===== src/rtl/dtfe_pkg.sv =====
package dtfe_pkg;

    typedef enum logic [2:0] {
        KIND_TAP_RIGHT  = 3'd0,
        KIND_HOLD_RIGHT = 3'd1,
        KIND_TAP_LEFT   = 3'd2,
        KIND_HOLD_LEFT  = 3'd3,
        KIND_BOTH       = 3'd4,
        KIND_LONG_BOTH  = 3'd5,
        KIND_TICK       = 3'd6,
        KIND_ENTER      = 3'd7
    } kind_t;

    localparam logic [1:0] ACT_NONE   = 2'd0;
    localparam logic [1:0] ACT_COMMIT = 2'd1;
    localparam logic [1:0] ACT_BACK   = 2'd2;
    localparam logic [1:0] ACT_HOME   = 2'd3;

    localparam logic [2:0] FIELD_YEAR   = 3'd0;
    localparam logic [2:0] FIELD_MONTH  = 3'd1;
    localparam logic [2:0] FIELD_DAY    = 3'd2;
    localparam logic [2:0] FIELD_HOUR   = 3'd3;
    localparam logic [2:0] FIELD_MINUTE = 3'd4;

    localparam logic [1:0] REG_YEAR_MIN     = 2'd0;
    localparam logic [1:0] REG_YEAR_MAX     = 2'd1;
    localparam logic [1:0] REG_REPEAT_START = 2'd2;
    localparam logic [1:0] REG_REPEAT_RATE  = 2'd3;

    localparam int YEAR_W  = 14;
    localparam int MS_W    = 16;
    localparam int CFG_W   = 16;

    localparam logic [YEAR_W-1:0] YEAR_MIN_RST     = 14'd2024;
    localparam logic [YEAR_W-1:0] YEAR_MAX_RST     = 14'd2099;
    localparam logic [MS_W-1:0]   REPEAT_START_RST = 16'd600;
    localparam logic [MS_W-1:0]   REPEAT_RATE_RST  = 16'd150;

    localparam logic [7:0] MONTH_FIRST  = 8'd1;
    localparam logic [7:0] MONTH_LAST   = 8'd12;
    localparam logic [7:0] MONTH_FEB    = 8'd2;
    localparam logic [7:0] DAY_FIRST    = 8'd1;
    localparam logic [7:0] DAY_LONGEST  = 8'd31;
    localparam logic [7:0] HOUR_DEFAULT = 8'd12;

    localparam logic [7:0] MONTH_LEN [12] = '{
        8'd31, 8'd28, 8'd31, 8'd30, 8'd31, 8'd30,
        8'd31, 8'd31, 8'd30, 8'd31, 8'd30, 8'd31
    };

    // y is a multiple of 25 iff y * inv(25) mod 2^16 <= floor(65535 / 25)
    localparam logic [15:0] INV25       = 16'd23593;
    localparam logic [15:0] DIV25_LIMIT = 16'd2621;

    localparam logic [10:0] RECIP12 = 11'd171;  // floor(x / 12) = (x * 171) >> 11
    localparam logic [7:0]  RECIP24 = 8'd171;   // floor(x / 24) = (x * 171) >> 12
    localparam logic [8:0]  RECIP60 = 9'd274;   // floor(x / 60) = (x * 274) >> 14

    function automatic logic is_leap(input logic [15:0] y);
        logic [31:0] prod;
        logic        div25;
        begin
            prod  = 32'(y) * 32'(INV25);
            div25 = (prod[15:0] <= DIV25_LIMIT);
            return (y[1:0] == 2'd0) && (!div25 || (y[3:0] == 4'd0));
        end
    endfunction

    function automatic logic [7:0] month_days(input logic [7:0] m, input logic leap);
        logic [7:0] d;
        begin
            if ((m < MONTH_FIRST) || (m > MONTH_LAST))
            begin
                d = DAY_LONGEST;
            end
            else if (m == MONTH_FEB)
            begin
                d = leap ? 8'd29 : 8'd28;
            end
            else
            begin
                d = MONTH_LEN[m[3:0] - 4'd1];
            end
            return d;
        end
    endfunction

    function automatic logic [7:0] next_month(input logic [7:0] m);
        logic [18:0] prod;
        logic [7:0]  q;
        logic [7:0]  r;
        begin
            prod = 19'(m) * 19'(RECIP12);
            q    = prod[18:11];
            r    = m - ((q << 3) + (q << 2));
            return r + 8'd1;
        end
    endfunction

    function automatic logic [7:0] next_hour(input logic [7:0] h);
        logic [8:0]  x;
        logic [16:0] prod;
        logic [8:0]  q;
        logic [8:0]  r;
        begin
            x    = 9'(h) + 9'd1;
            prod = 17'(x) * 17'(RECIP24);
            q    = 9'(prod[16:12]);
            r    = x - ((q << 4) + (q << 3));
            return r[7:0];
        end
    endfunction

    function automatic logic [7:0] next_minute(input logic [7:0] mi);
        logic [8:0]  x;
        logic [17:0] prod;
        logic [8:0]  q;
        logic [8:0]  r;
        begin
            x    = 9'(mi) + 9'd1;
            prod = 18'(x) * 18'(RECIP60);
            q    = 9'(prod[17:14]);
            r    = x - ((q << 6) - (q << 2));
            return r[7:0];
        end
    endfunction

endpackage


===== src/rtl/dtfe_if.sv =====
interface dtfe_req_if;
    logic                valid;
    logic                ready;
    dtfe_pkg::kind_t     kind;
    logic [31:0]         now_ms;
    logic                btn_right_down;
    logic [31:0]         btn_right_hold_ms;
    logic                load_valid;
    logic [15:0]         load_year;
    logic [7:0]          load_month;
    logic [7:0]          load_day;
    logic [7:0]          load_hour;
    logic [7:0]          load_minute;

    modport source (
        output valid, kind, now_ms, btn_right_down, btn_right_hold_ms,
               load_valid, load_year, load_month, load_day, load_hour, load_minute,
        input  ready
    );
    modport sink (
        input  valid, kind, now_ms, btn_right_down, btn_right_hold_ms,
               load_valid, load_year, load_month, load_day, load_hour, load_minute,
        output ready
    );
endinterface

interface dtfe_rsp_if;
    logic        valid;
    logic        ready;
    logic [15:0] year;
    logic [7:0]  month;
    logic [7:0]  day;
    logic [7:0]  hour;
    logic [7:0]  minute;
    logic [2:0]  cursor;
    logic [1:0]  action;
    logic        bumped;

    modport source (
        output valid, year, month, day, hour, minute, cursor, action, bumped,
        input  ready
    );
    modport sink (
        input  valid, year, month, day, hour, minute, cursor, action, bumped,
        output ready
    );
endinterface


===== src/rtl/date_time_field_editor.sv =====
// Date and time field editor. Each word on req is one button event, tick or clock
// load; each produces exactly one word on rsp with the edited year, month, day,
// hour, minute, the cursor, the requested action and a bumped flag. A word is
// held in the input register and is applied to the edit state on the edge that
// loads the result register; one word is taken every cycle while rsp keeps up.
// The whole calendar update (wrap, leap-year test, day clamp) is one
// combinational pass between those two registers. Registers are written
// through cfg_we/cfg_index/cfg_data and take effect on the next word;
// writing them leaves the edited values alone.
module date_time_field_editor (
    input  logic                         clk,
    input  logic                         rst_n,
    dtfe_req_if.sink                     req,
    dtfe_rsp_if.source                   rsp,
    input  logic                         cfg_we,
    input  logic [1:0]                   cfg_index,
    input  logic [dtfe_pkg::CFG_W-1:0]   cfg_data
);

    // configuration
    logic [dtfe_pkg::YEAR_W-1:0] year_min_reg;
    logic [dtfe_pkg::YEAR_W-1:0] year_max_reg;
    logic [dtfe_pkg::MS_W-1:0]   repeat_start_reg;
    logic [dtfe_pkg::MS_W-1:0]   repeat_rate_reg;

    // input register
    logic            s1_valid_reg;
    logic            s1_valid_next;
    dtfe_pkg::kind_t in_kind_reg;
    logic [31:0]     in_now_reg;
    logic            in_rdown_reg;
    logic [31:0]     in_rhold_reg;
    logic            in_lvalid_reg;
    logic [15:0]     in_year_reg;
    logic [7:0]      in_month_reg;
    logic [7:0]      in_day_reg;
    logic [7:0]      in_hour_reg;
    logic [7:0]      in_minute_reg;

    // edit state, which is also the shown result
    logic [15:0] edit_year_reg,   edit_year_next;
    logic [7:0]  edit_month_reg,  edit_month_next;
    logic [7:0]  edit_day_reg,    edit_day_next;
    logic [7:0]  edit_hour_reg,   edit_hour_next;
    logic [7:0]  edit_minute_reg, edit_minute_next;
    logic [2:0]  cursor_reg,      cursor_next;
    logic [31:0] last_repeat_reg, last_repeat_next;

    // result register
    logic       rsp_valid_reg, rsp_valid_next;
    logic [1:0] action_reg,    action_next;
    logic       bumped_reg,    bumped_next;

    logic        in_take;
    logic        advance;
    logic [15:0] ymin16;
    logic [15:0] ymax16;
    logic [15:0] year_inc;
    logic        load_ok;
    logic        tick_fire;
    logic        do_inc;
    logic [15:0] cand_year;
    logic [7:0]  cand_month;
    logic [7:0]  cand_day;
    logic [7:0]  dim;
    logic [7:0]  fit_day;
    logic [7:0]  day_inc;

    assign advance   = s1_valid_reg && (!rsp_valid_reg || rsp.ready);
    assign req.ready = !s1_valid_reg || advance;
    assign in_take   = req.valid && req.ready;

    assign rsp.valid  = rsp_valid_reg;
    assign rsp.year   = edit_year_reg;
    assign rsp.month  = edit_month_reg;
    assign rsp.day    = edit_day_reg;
    assign rsp.hour   = edit_hour_reg;
    assign rsp.minute = edit_minute_reg;
    assign rsp.cursor = cursor_reg;
    assign rsp.action = action_reg;
    assign rsp.bumped = bumped_reg;

    always_ff @(posedge clk or negedge rst_n)
    begin
        if (!rst_n)
        begin
            year_min_reg     <= dtfe_pkg::YEAR_MIN_RST;
            year_max_reg     <= dtfe_pkg::YEAR_MAX_RST;
            repeat_start_reg <= dtfe_pkg::REPEAT_START_RST;
            repeat_rate_reg  <= dtfe_pkg::REPEAT_RATE_RST;
        end
        else if (cfg_we)
        begin
            case (cfg_index)
                dtfe_pkg::REG_YEAR_MIN:     year_min_reg     <= cfg_data[dtfe_pkg::YEAR_W-1:0];
                dtfe_pkg::REG_YEAR_MAX:     year_max_reg     <= cfg_data[dtfe_pkg::YEAR_W-1:0];
                dtfe_pkg::REG_REPEAT_START: repeat_start_reg <= cfg_data[dtfe_pkg::MS_W-1:0];
                dtfe_pkg::REG_REPEAT_RATE:  repeat_rate_reg  <= cfg_data[dtfe_pkg::MS_W-1:0];
                default:
                begin
                end
            endcase
        end
    end

    always_ff @(posedge clk)
    begin
        if (in_take)
        begin
            in_kind_reg   <= req.kind;
            in_now_reg    <= req.now_ms;
            in_rdown_reg  <= req.btn_right_down;
            in_rhold_reg  <= req.btn_right_hold_ms;
            in_lvalid_reg <= req.load_valid;
            in_year_reg   <= req.load_year;
            in_month_reg  <= req.load_month;
            in_day_reg    <= req.load_day;
            in_hour_reg   <= req.load_hour;
            in_minute_reg <= req.load_minute;
        end
    end

    always_comb
    begin
        ymin16   = 16'(year_min_reg);
        ymax16   = 16'(year_max_reg);
        year_inc = (edit_year_reg >= ymax16) ? ymin16 : edit_year_reg + 16'd1;
        load_ok  = in_lvalid_reg && (in_year_reg >= ymin16) && (in_year_reg <= ymax16);
        // zero in last_repeat means no repeat has happened yet
        tick_fire = in_rdown_reg && (in_rhold_reg >= 32'(repeat_start_reg)) &&
                    ((last_repeat_reg == 32'd0) ||
                     ((in_now_reg - last_repeat_reg) >= 32'(repeat_rate_reg)));
        do_inc = (in_kind_reg == dtfe_pkg::KIND_TAP_RIGHT) ||
                 (in_kind_reg == dtfe_pkg::KIND_HOLD_RIGHT) ||
                 ((in_kind_reg == dtfe_pkg::KIND_TICK) && tick_fire);

        // date that the day has to fit into after this word
        cand_year  = edit_year_reg;
        cand_month = edit_month_reg;
        cand_day   = edit_day_reg;
        if (in_kind_reg == dtfe_pkg::KIND_ENTER)
        begin
            cand_year  = load_ok ? in_year_reg  : ymin16;
            cand_month = load_ok ? in_month_reg : dtfe_pkg::MONTH_FIRST;
            cand_day   = load_ok ? in_day_reg   : dtfe_pkg::DAY_FIRST;
        end
        else if (do_inc && (cursor_reg == dtfe_pkg::FIELD_YEAR))
        begin
            cand_year = year_inc;
        end
        else if (do_inc && (cursor_reg == dtfe_pkg::FIELD_MONTH))
        begin
            cand_month = dtfe_pkg::next_month(edit_month_reg);
        end

        dim = dtfe_pkg::month_days(cand_month, dtfe_pkg::is_leap(cand_year));
        if (cand_day > dim)
        begin
            fit_day = dim;
        end
        else if (cand_day == 8'd0)
        begin
            fit_day = dtfe_pkg::DAY_FIRST;
        end
        else
        begin
            fit_day = cand_day;
        end
        day_inc = (edit_day_reg >= dim) ? dtfe_pkg::DAY_FIRST : edit_day_reg + 8'd1;
    end

    always_comb
    begin
        edit_year_next   = edit_year_reg;
        edit_month_next  = edit_month_reg;
        edit_day_next    = edit_day_reg;
        edit_hour_next   = edit_hour_reg;
        edit_minute_next = edit_minute_reg;
        cursor_next      = cursor_reg;
        last_repeat_next = last_repeat_reg;
        action_next      = action_reg;
        bumped_next      = bumped_reg;
        rsp_valid_next   = rsp_valid_reg;
        s1_valid_next    = s1_valid_reg;

        if (rsp_valid_reg && rsp.ready)
        begin
            rsp_valid_next = 1'b0;
        end
        if (advance)
        begin
            s1_valid_next  = 1'b0;
            rsp_valid_next = 1'b1;
            action_next    = dtfe_pkg::ACT_NONE;
            bumped_next    = do_inc;

            if (do_inc)
            begin
                case (cursor_reg)
                    dtfe_pkg::FIELD_YEAR:
                    begin
                        edit_year_next = cand_year;
                        edit_day_next  = fit_day;
                    end
                    dtfe_pkg::FIELD_MONTH:
                    begin
                        edit_month_next = cand_month;
                        edit_day_next   = fit_day;
                    end
                    dtfe_pkg::FIELD_DAY:    edit_day_next    = day_inc;
                    dtfe_pkg::FIELD_HOUR:   edit_hour_next   = dtfe_pkg::next_hour(edit_hour_reg);
                    dtfe_pkg::FIELD_MINUTE: edit_minute_next = dtfe_pkg::next_minute(edit_minute_reg);
                    default:
                    begin
                    end
                endcase
            end

            case (in_kind_reg)
                dtfe_pkg::KIND_HOLD_RIGHT: last_repeat_next = in_now_reg;
                dtfe_pkg::KIND_TAP_LEFT:
                begin
                    cursor_next = (cursor_reg >= dtfe_pkg::FIELD_MINUTE) ?
                                  dtfe_pkg::FIELD_YEAR : cursor_reg + 3'd1;
                end
                dtfe_pkg::KIND_HOLD_LEFT: action_next = dtfe_pkg::ACT_COMMIT;
                dtfe_pkg::KIND_BOTH:      action_next = dtfe_pkg::ACT_BACK;
                dtfe_pkg::KIND_LONG_BOTH: action_next = dtfe_pkg::ACT_HOME;
                dtfe_pkg::KIND_TICK:
                begin
                    if (!in_rdown_reg)
                    begin
                        last_repeat_next = 32'd0;
                    end
                    else if (tick_fire)
                    begin
                        last_repeat_next = in_now_reg;
                    end
                end
                dtfe_pkg::KIND_ENTER:
                begin
                    edit_year_next   = cand_year;
                    edit_month_next  = cand_month;
                    edit_day_next    = fit_day;
                    edit_hour_next   = load_ok ? in_hour_reg : dtfe_pkg::HOUR_DEFAULT;
                    edit_minute_next = load_ok ? in_minute_reg : 8'd0;
                    cursor_next      = dtfe_pkg::FIELD_YEAR;
                    last_repeat_next = 32'd0;
                end
                default:
                begin
                end
            endcase
        end
        if (in_take)
        begin
            s1_valid_next = 1'b1;
        end
    end

    always_ff @(posedge clk or negedge rst_n)
    begin
        if (!rst_n)
        begin
            s1_valid_reg    <= 1'b0;
            rsp_valid_reg   <= 1'b0;
            edit_year_reg   <= 16'(dtfe_pkg::YEAR_MIN_RST);
            edit_month_reg  <= dtfe_pkg::MONTH_FIRST;
            edit_day_reg    <= dtfe_pkg::DAY_FIRST;
            edit_hour_reg   <= dtfe_pkg::HOUR_DEFAULT;
            edit_minute_reg <= 8'd0;
            cursor_reg      <= dtfe_pkg::FIELD_YEAR;
            last_repeat_reg <= 32'd0;
            action_reg      <= dtfe_pkg::ACT_NONE;
            bumped_reg      <= 1'b0;
        end
        else
        begin
            s1_valid_reg    <= s1_valid_next;
            rsp_valid_reg   <= rsp_valid_next;
            edit_year_reg   <= edit_year_next;
            edit_month_reg  <= edit_month_next;
            edit_day_reg    <= edit_day_next;
            edit_hour_reg   <= edit_hour_next;
            edit_minute_reg <= edit_minute_next;
            cursor_reg      <= cursor_next;
            last_repeat_reg <= last_repeat_next;
            action_reg      <= action_next;
            bumped_reg      <= bumped_next;
        end
    end

`ifndef NO_ASSERTIONS
    a_cursor_range: assert property (@(posedge clk) disable iff (!rst_n)
        cursor_reg <= dtfe_pkg::FIELD_MINUTE)
        else $error("cursor beyond last field");

    a_day_range: assert property (@(posedge clk) disable iff (!rst_n)
        (edit_day_reg != 8'd0) && (edit_day_reg <= dtfe_pkg::DAY_LONGEST))
        else $error("day outside 1..31");

    a_bump_no_action: assert property (@(posedge clk) disable iff (!rst_n)
        (rsp_valid_reg && bumped_reg) |-> (action_reg == dtfe_pkg::ACT_NONE))
        else $error("bumped word carries an action");

    a_stalled_word_kept: assert property (@(posedge clk) disable iff (!rst_n)
        (s1_valid_reg && !advance) |=> s1_valid_reg)
        else $error("stalled input word lost");
`endif

endmodule


===== src/flat_wrapper.sv =====
// flat-port wrapper written by rule: the top's interface ports become plain ports
module date_time_field_editor_flat 
  (clk, rst_n, cfg_we, cfg_index, cfg_data, req_valid, req_kind, req_now_ms, req_btn_right_down, req_btn_right_hold_ms, req_load_valid, req_load_year, req_load_month, req_load_day, req_load_hour, req_load_minute, req_ready, rsp_valid, rsp_year, rsp_month, rsp_day, rsp_hour, rsp_minute, rsp_cursor, rsp_action, rsp_bumped, rsp_ready);
  dtfe_req_if req_i ();
  dtfe_rsp_if rsp_i ();
  input  logic clk;
  input  logic rst_n;
  input  logic cfg_we;
  input  logic [1:0] cfg_index;
  input  logic [dtfe_pkg::CFG_W-1:0] cfg_data;
  input wire logic [$bits(req_i.valid)-1:0] req_valid;
  input wire logic [$bits(req_i.kind)-1:0] req_kind;
  input wire logic [$bits(req_i.now_ms)-1:0] req_now_ms;
  input wire logic [$bits(req_i.btn_right_down)-1:0] req_btn_right_down;
  input wire logic [$bits(req_i.btn_right_hold_ms)-1:0] req_btn_right_hold_ms;
  input wire logic [$bits(req_i.load_valid)-1:0] req_load_valid;
  input wire logic [$bits(req_i.load_year)-1:0] req_load_year;
  input wire logic [$bits(req_i.load_month)-1:0] req_load_month;
  input wire logic [$bits(req_i.load_day)-1:0] req_load_day;
  input wire logic [$bits(req_i.load_hour)-1:0] req_load_hour;
  input wire logic [$bits(req_i.load_minute)-1:0] req_load_minute;
  output wire logic [$bits(req_i.ready)-1:0] req_ready;
  output wire logic [$bits(rsp_i.valid)-1:0] rsp_valid;
  output wire logic [$bits(rsp_i.year)-1:0] rsp_year;
  output wire logic [$bits(rsp_i.month)-1:0] rsp_month;
  output wire logic [$bits(rsp_i.day)-1:0] rsp_day;
  output wire logic [$bits(rsp_i.hour)-1:0] rsp_hour;
  output wire logic [$bits(rsp_i.minute)-1:0] rsp_minute;
  output wire logic [$bits(rsp_i.cursor)-1:0] rsp_cursor;
  output wire logic [$bits(rsp_i.action)-1:0] rsp_action;
  output wire logic [$bits(rsp_i.bumped)-1:0] rsp_bumped;
  input wire logic [$bits(rsp_i.ready)-1:0] rsp_ready;
  assign req_i.valid = req_valid;
  assign req_i.kind = req_kind;
  assign req_i.now_ms = req_now_ms;
  assign req_i.btn_right_down = req_btn_right_down;
  assign req_i.btn_right_hold_ms = req_btn_right_hold_ms;
  assign req_i.load_valid = req_load_valid;
  assign req_i.load_year = req_load_year;
  assign req_i.load_month = req_load_month;
  assign req_i.load_day = req_load_day;
  assign req_i.load_hour = req_load_hour;
  assign req_i.load_minute = req_load_minute;
  assign req_ready = req_i.ready;
  assign rsp_valid = rsp_i.valid;
  assign rsp_year = rsp_i.year;
  assign rsp_month = rsp_i.month;
  assign rsp_day = rsp_i.day;
  assign rsp_hour = rsp_i.hour;
  assign rsp_minute = rsp_i.minute;
  assign rsp_cursor = rsp_i.cursor;
  assign rsp_action = rsp_i.action;
  assign rsp_bumped = rsp_i.bumped;
  assign rsp_i.ready = rsp_ready;
  date_time_field_editor u_core (.clk(clk), .rst_n(rst_n), .req(req_i), .rsp(rsp_i), .cfg_we(cfg_we), .cfg_index(cfg_index), .cfg_data(cfg_data));
endmodule

===== config.mk =====
export PLATFORM = sky130hd
export DESIGN_NAME = date_time_field_editor_flat
export DESIGN_NICKNAME = d
export VERILOG_FILES = /design/src/rtl/dtfe_pkg.sv /design/src/rtl/dtfe_if.sv /design/src/rtl/date_time_field_editor.sv /design/src/flat_wrapper.sv
export SDC_FILE = /design/constraint.sdc
export NUM_CORES = 1
export LEC_CHECK = 0
export BUFFER_PORTS_ARGS = -buffer_cell sky130_fd_sc_hd__buf_4
export CORE_UTILIZATION = 30
export DETAILED_ROUTE_END_ITERATION = 10
export HOLD_SLACK_MARGIN = 0.02
export SLEW_MARGIN = 10
export SYNTH_ARGS = -nofsm -noshare
export SYNTH_HDL_FRONTEND = slang
export SYNTH_SLANG_ARGS = --single-unit

===== constraint.sdc =====
create_clock -name clk -period 11.4 [get_ports clk]
set_input_delay 1.71 -clock clk [delete_from_list [all_inputs] [get_ports clk]]
set_output_delay 1.71 -clock clk [all_outputs]
set_load 0.005 [all_outputs]

# Yosys cells after proc, flatten, opt, wreduce, memory -nomap -nowiden

Memories as Yosys holds them, arrays and structs flattened.
Index checks and enable logic that the tools add are counted.

Output and inout bits: 56
ROM bits: 128
Memories: 1
Logic and storage cells: 168
Register bits after elaboration: 265
Input port bits: 140

Memory list:

| memory           | words | bits a word | read ports | clocked after memory_dff | write ports | RTL line       | RTL |
|---|---|---|---|---|---|---|---|
| (name not given) | 16    | 8           | 1          | 0                        | 0           | dtfe_pkg.sv:82 | `d = MONTH_LEN[m[3:0] - 4'd1];` |

$lt $le $gt $ge: 12
Multiplexer cells: 45
Multipliers: 4
Add/sub/neg operators: 14
Reductions and logical operators: 50
Bitwise logic cells: 1
Equality and inequality tests: 16

Operator list:

| kind                     | count |
|---|---|
| $mux W8                  | 26 |
| $mux W16                 | 7 |
| $pmux W32 S3             | 1 |
| $ge A32 B16 Y1           | 2 |
| $mux W32                 | 2 |
| $mul A9 B8 Y17 const B   | 2 |
| $ge A16 B14 Y1           | 2 |
| $logic_not A32 Y1        | 1 |
| $sub A32 B32 Y32         | 1 |
| $sub A8 B8 Y8            | 3 |
| $add A8 B1 Y9 const B    | 2 |
| $reduce_and A3 Y1        | 6 |
| $add A16 B1 Y16 const B  | 1 |
| $add A8 B1 Y8 const B    | 2 |
| $le A16 B12 Y1 const B   | 1 |
| $le A16 B14 Y1           | 1 |
| $mul A16 B15 Y16 const B | 1 |
| $mul A8 B8 Y16 const B   | 1 |
| $pmux W8 S2              | 1 |
| $reduce_bool A2 Y1       | 8 |
| $eq A3 B3 Y1 const B     | 5 |
| $eq A3 B2 Y1 const B     | 4 |
| $logic_and A1 B1 Y1      | 11 |
| $reduce_and A2 Y1        | 5 |
| other kinds (29)         | 46 |

# Depth between registers and ports, before layout

Depth in word-level cells: 22
Depth in mapped cells: 57
Gate-level depth less buffers: 55

# Least setup slack after synthesis

OpenSTA, ideal clock, no wires.

Kind: register to register
Start point: reg u_core.last_repeat_reg[0]
End point: reg u_core.edit_day_reg[0] (netlist: u_core.rsp.day[0])
Required time: 11.323 ns
Clock period less this slack: 10.582 ns
Slack: 0.818 ns
Stages on the path, launching flop included: 46
Setup time: 0.077 ns
Arrival time: 10.505 ns
Path buffers: 2
Path through: dfrtp_1 -> ha_1 -> fa_1 -> nand2b_1 -> a21oi_1 -> o21ai_0 -> nand2_1 -> a21o_1 -> a21oi_1 -> xnor2_1 -> ha_1 -> and4_1 -> a211o_1 -> or4_1 -> nor4b_1 -> nand4_1 -> o311ai_4 -> a21oi_2 -> [10 not listed] -> inv_1 -> fa_1 -> ha_1 -> ha_1 -> a21oi_1 -> xnor2_1 -> or4_1 -> a2111o_1 -> a31oi_1 -> a311oi_1 -> o2111ai_1 -> nand2_1 -> ha_1 -> a211o_1 -> o21ai_0 -> o41ai_1 -> mux2_2 -> a31oi_1

Cells in the longest elaborated chain, start to end: 22
Elaborated cells between the ends (all ways): 42
Those cells by class: add/sub: 2; mul: 1; order compare: 6; eq/ne: 1; mux: 15; bitwise: 1; reduce/logical: 15; memory: 1

Ends and longest elaborated chain:

| element                                      | RTL line                                                     | RTL |
|---|---|---|
| start, declared                              | date_time_field_editor.sv:47                                 | `logic [31:0] last_repeat_reg, last_repeat_next;` |
| start signal, assigned                       | date_time_field_editor.sv:287                                | `last_repeat_reg <= last_repeat_next;` |
| $sub A32 B32 Y32                             | date_time_field_editor.sv:132                                | `((in_now_reg - last_repeat_reg) >= 32'(repeat_rate_reg)));` |
| $ge A32 B16 Y1                               | date_time_field_editor.sv:132                                |  |
| $logic_or A1 B1 Y1 *                         | date_time_field_editor.sv:131                                | `((last_repeat_reg == 32'd0) \|\|` |
| $logic_and A1 B1 Y1 *                        | date_time_field_editor.sv:130                                | `tick_fire = in_rdown_reg && (in_rhold_reg >= 32'(repeat_start_reg)) &&` |
| $logic_and A1 B1 Y1 *                        | date_time_field_editor.sv:135                                | `((in_kind_reg == dtfe_pkg::KIND_TICK) && tick_fire);` |
| $logic_or A1 B1 Y1 *                         | date_time_field_editor.sv:134                                | `(in_kind_reg == dtfe_pkg::KIND_HOLD_RIGHT) \|\|` |
| $logic_and A1 B1 Y1 *                        | date_time_field_editor.sv:147                                | `else if (do_inc && (cursor_reg == dtfe_pkg::FIELD_YEAR))` |
| $mux W16 *                                   | date_time_field_editor.sv:147                                |  |
| [1 not listed]                               | n/a                                                          |  |
| named net u_core.cand_year[3]                | date_time_field_editor.sv:62                                 | `logic [15:0] cand_year;` |
| [5 not listed]                               | n/a                                                          |  |
| $mux W1 *                                    | dtfe_pkg.sv:78                                               | `d = leap ? 8'd29 : 8'd28;` |
| $mux W8 *                                    | dtfe_pkg.sv:76                                               | `else if (m == MONTH_FEB)` |
| $mux W8 *                                    | dtfe_pkg.sv:72                                               | `if ((m < MONTH_FIRST) \|\| (m > MONTH_LAST))` |
| $ge A8 B8 Y1 or $gt A8 B8 Y1 (tied branches) | date_time_field_editor.sv:169, date_time_field_editor.sv:157 |  |
| $mux W8, on equally long branches            | date_time_field_editor.sv:169, date_time_field_editor.sv:157 |  |
| $pmux W8 S2                                  | date_time_field_editor.sv:199                                | `case (cursor_reg)` |
| $mux W8                                      | date_time_field_editor.sv:197                                | `if (do_inc)` |
| $mux W8 *                                    | date_time_field_editor.sv:219                                | `case (in_kind_reg)` |
| end signal, assigned                         | date_time_field_editor.sv:269                                | `edit_day_reg <= dtfe_pkg::DAY_FIRST;` |
| end signal, assigned                         | date_time_field_editor.sv:283                                | `edit_day_reg <= edit_day_next;` |
| end, declared                                | date_time_field_editor.sv:43                                 | `logic [7:0] edit_day_reg, edit_day_next;` |

The timed path passes the listed nets; every way through them passes the cells marked *. The select of a mux whose other input is x is not followed.
A chain may end at the register's enable or synchronous reset.

# Worst setup path after layout

Start point: reg u_core.last_repeat_reg[0]
End point: reg u_core.edit_day_reg[0] (netlist: u_core.rsp.day[0])

Cells in the longest elaborated chain, start to end: 22
Elaborated cells between the ends (all ways): 42
Those cells by class: add/sub: 2; mul: 1; order compare: 6; eq/ne: 1; mux: 15; bitwise: 1; reduce/logical: 15; memory: 1

Ends and longest elaborated chain:

| element                                      | RTL line |
|---|---|
| $sub A32 B32 Y32                             | date_time_field_editor.sv:132 |
| $ge A32 B16 Y1                               | date_time_field_editor.sv:132 |
| $logic_or A1 B1 Y1 *                         | date_time_field_editor.sv:131 |
| $logic_and A1 B1 Y1 *                        | date_time_field_editor.sv:130 |
| $logic_and A1 B1 Y1 *                        | date_time_field_editor.sv:135 |
| $logic_or A1 B1 Y1 *                         | date_time_field_editor.sv:134 |
| $logic_and A1 B1 Y1 *                        | date_time_field_editor.sv:147 |
| $mux W16 *                                   | date_time_field_editor.sv:147 |
| [1 not listed]                               | n/a |
| named net u_core.cand_year[0]                | date_time_field_editor.sv:62 |
| [5 not listed]                               | n/a |
| $mux W1 *                                    | dtfe_pkg.sv:78 |
| $mux W8 *                                    | dtfe_pkg.sv:76 |
| $mux W8 *                                    | dtfe_pkg.sv:72 |
| $ge A8 B8 Y1 or $gt A8 B8 Y1 (tied branches) | date_time_field_editor.sv:169, date_time_field_editor.sv:157 |
| $mux W8, on equally long branches            | date_time_field_editor.sv:169, date_time_field_editor.sv:157 |
| $pmux W8 S2                                  | date_time_field_editor.sv:199 |
| $mux W8                                      | date_time_field_editor.sv:197 |
| $mux W8 *                                    | date_time_field_editor.sv:219 |

Marked as above.

==> impl_metrics.tcl <==
set metrics [dict create \
    status "finished clean" \
    fin_crit_ns 10.83 \
    finalClockSkew_ns 0.03818 \
    dpl.cell_count 3096 \
    clock_latency_ns 0.58 \
    fillers 6691 \
    cts_tree "done" \
    overflow 0 \
    multiInputGateArea_um2 12010 \
    ys_seq_area_frac 0.3554 \
    synth_area_leader_cell "ha_1" \
    yosysWarnings 0 \
    worstHoldStart "u_core.rsp.action[0]" \
    yosysMostFrequentCell "ha_1" \
    post_synth_num_cell_types 82 \
    cts_htree_levels 2 \
    crit_fanout 9 \
    hold_class "flip-flop to flip-flop" \
    slowest_delay_ns 0.55 \
    reg2reg_slack_ns 0.57 \
    synth-edff-count 117 \
    synth_area_um2 20420 \
    setup_viol 0 \
    root_buffer "clkbuf_16" \
    timing.slew.headroom 0.2164 \
    vias_per_cell 5.021 \
    hold_viol 0 \
    drcViolationCount 0 \
    first_pass_iters 7 \
    vias 15936 \
    min_to "u_core.rsp.action[0]" \
    async_reset_ff_frac 0.5585 \
    worstRegToRegCells 46 \
    synth_common_cells "326 x ha_1, 278 x inv_1, 140 x o21ai_0" \
    clk_pin_slew_worst_paths_ns 0.06 \
    nNetsFinal 2793 \
    rsz0062_at_grt "false" \
    worst_path_max_delay_cell "fa_1" \
    postSynthAreaPerCell_um2 9.878 \
    coreArea_um2 67280 \
    start_util 0.3035 \
    io_pins 196 \
    clkSinkCount 265 \
    final_cells 3174 \
    slew_viol_final 0 \
    fin_util 0.3628 \
    worstPathRequired_ns 11.88 \
    chipHeight_um 262.9 \
    wl_mm 57.56 \
    drt_iter0_markers 880 \
    fp-row-count 95 \
    fmaxAchievable_ghz 0.09236 \
    cap_violations 0 \
    cts_buffers 36 \
    num_antenna_cells 0 \
    timing.rr.start "u_core.last_repeat_reg[0]" \
    synth.area.top_cells "ha_1 20%, edfxtp_1 17%, dfrtp_1 14%" \
    setup_tns_ns 0 \
    wl_per_cell_um 18.14 \
    port_buffers 195 \
    ant_nets 0 \
    place.gp.congestion 0.8949 \
    grt.total_usage 0.1651 \
    synthCells 2067 \
    cts_max_path_buffers 3 \
    area_growth_syn_to_layout_pct 19.55 \
    antenna_found_initial 3 \
    seq_area_um2 7256 \
    synth_top_area_share 0.1998 \
    path_class "flip-flop to flip-flop" \
    crit_arrival_ns 11.31 \
    synth-main-ff-cell "edfxtp_1" \
    grt_pass1_vias 16395 \
    whs_path_depth 2 \
    fp.dieW_um 262.9 \
    syn_nets 2587 \
    ys_seq_elements 265 \
    cp_common_cell "ha_1" \
    worstSetupStartpointType "flip-flop" \
    worst_slew_pin_slew_ns 1.171 \
    die_area_um2 69100 \
    ctsHoldBuffers 0 \
    timing.rr.end "u_core.rsp.day[0]" \
    grt_first_pass_wirelength_mm 90.54 \
    cp-end-kind "flip-flop" \
    drive_gt1_frac 0.1856 \
    dpl_cell_area_um2 22930 \
    post-dp-hpwl_mm 44.83 \
    stdcell_area_um2 24410 \
    grt_max_degree 78 \
    post-route-period-util 0.9497 \
]
placed cells by master (no fill, tap or decap), drive strengths merged, types with 14 or more instances in the layout:
master	count
fa	54
dfstp	31
xor2	29
xnor2	52
inv	279
nand2b	20
mux2	58
nor2b	14
nand2	139
clkbuf	41
edfxtp	117
nor4	15
nor2	93
ha	326
nand3	76
o211ai	18
a21oi	126
nand4	26
a21o	43
dfrtp	117
a31oi	20
nor3	25
o21a	16
clkinv	16
buf	227
o21ai	147
repair_timing:
item,4_1_cts,5_1_grt
gates resized for setup,1,29
hold endpoints to repair,0,0
buffers inserted,0,11
pin swaps,0,10
endpoints found under the setup margin,2,7
cloned,0,1
stage by stage:
step / worst slack, ns / hold WS [ns]
after detailed placement: 0.009796 / 0.4849
final: 0.5731 / 0.4853
after global routing: 0.03642 / 0.5112
after floorplan: 0.8180 / 0.4572
after CTS: 0.05149 / 0.4977
after global placement: 0.3395 / 0.4720
kinds of logic after synthesis:
| family | share of synthesized area |
|---|---|
| AND/OR/NAND/NOR | 0.1117 |
| AO/OA/AOI/OAI | 0.1428 |
| adder cells (fa/ha/maj) | 0.2532 |
| buffers and inverters | 0.06318 |
| flip-flops | 0.3554 |
| XOR/XNOR | 0.03585 |
| multiplexers | 0.03787 |
worst max-delay path, delay by kind of cell (launching register included):
family                     cells  cell delay (ns)
muxes                          1             0.27
DFF                            1             0.40
and+or+nand+nor               11             2.30
xor gates and xnor gates       2             0.33
AOI/OAI and AO/OA             16             2.73
buffers and inverters          5             0.63
adders and majority gates     11             4.05
cell type report:
type / count / share of cell area
multi-input cells: 1465 / 0.4922
flip-flops and latches: 265 / 0.2973
repair buffers: 227 / 0.07064
well taps: 873 / 0.04475
inverters: 278 / 0.04275
clock buffers: 41 / 0.03855
clock inverters: 25 / 0.01384
layer usage:
layer  up-vias  wire, um  track usage
met1      7754     25530       0.2124
met4         0      1253      0.04030
met2       361     28360       0.2913
met5         -         0            0
met3        81      2417      0.02165
li1       7740         -            -
worst max path at each step:
stage                                         start                end  slack, ns  cells after the start
after floorplan           u_core.last_repeat_reg[0]  u_core.rsp.day[0]       0.82                     45
after global placement    u_core.last_repeat_reg[0]  u_core.rsp.day[0]       0.34                     46
after detailed placement  u_core.last_repeat_reg[0]  u_core.rsp.day[0]       0.01                     46
after CTS                     u_core.in_now_reg[10]  u_core.rsp.day[0]       0.05                     43
after global routing      u_core.last_repeat_reg[0]  u_core.rsp.day[4]       0.04                     47
final                     u_core.last_repeat_reg[0]  u_core.rsp.day[0]       0.57                     46
Power is left out: the tool's default activity adds up to more than one toggle a clock period on the data nets, which glitch-free logic cannot reach.
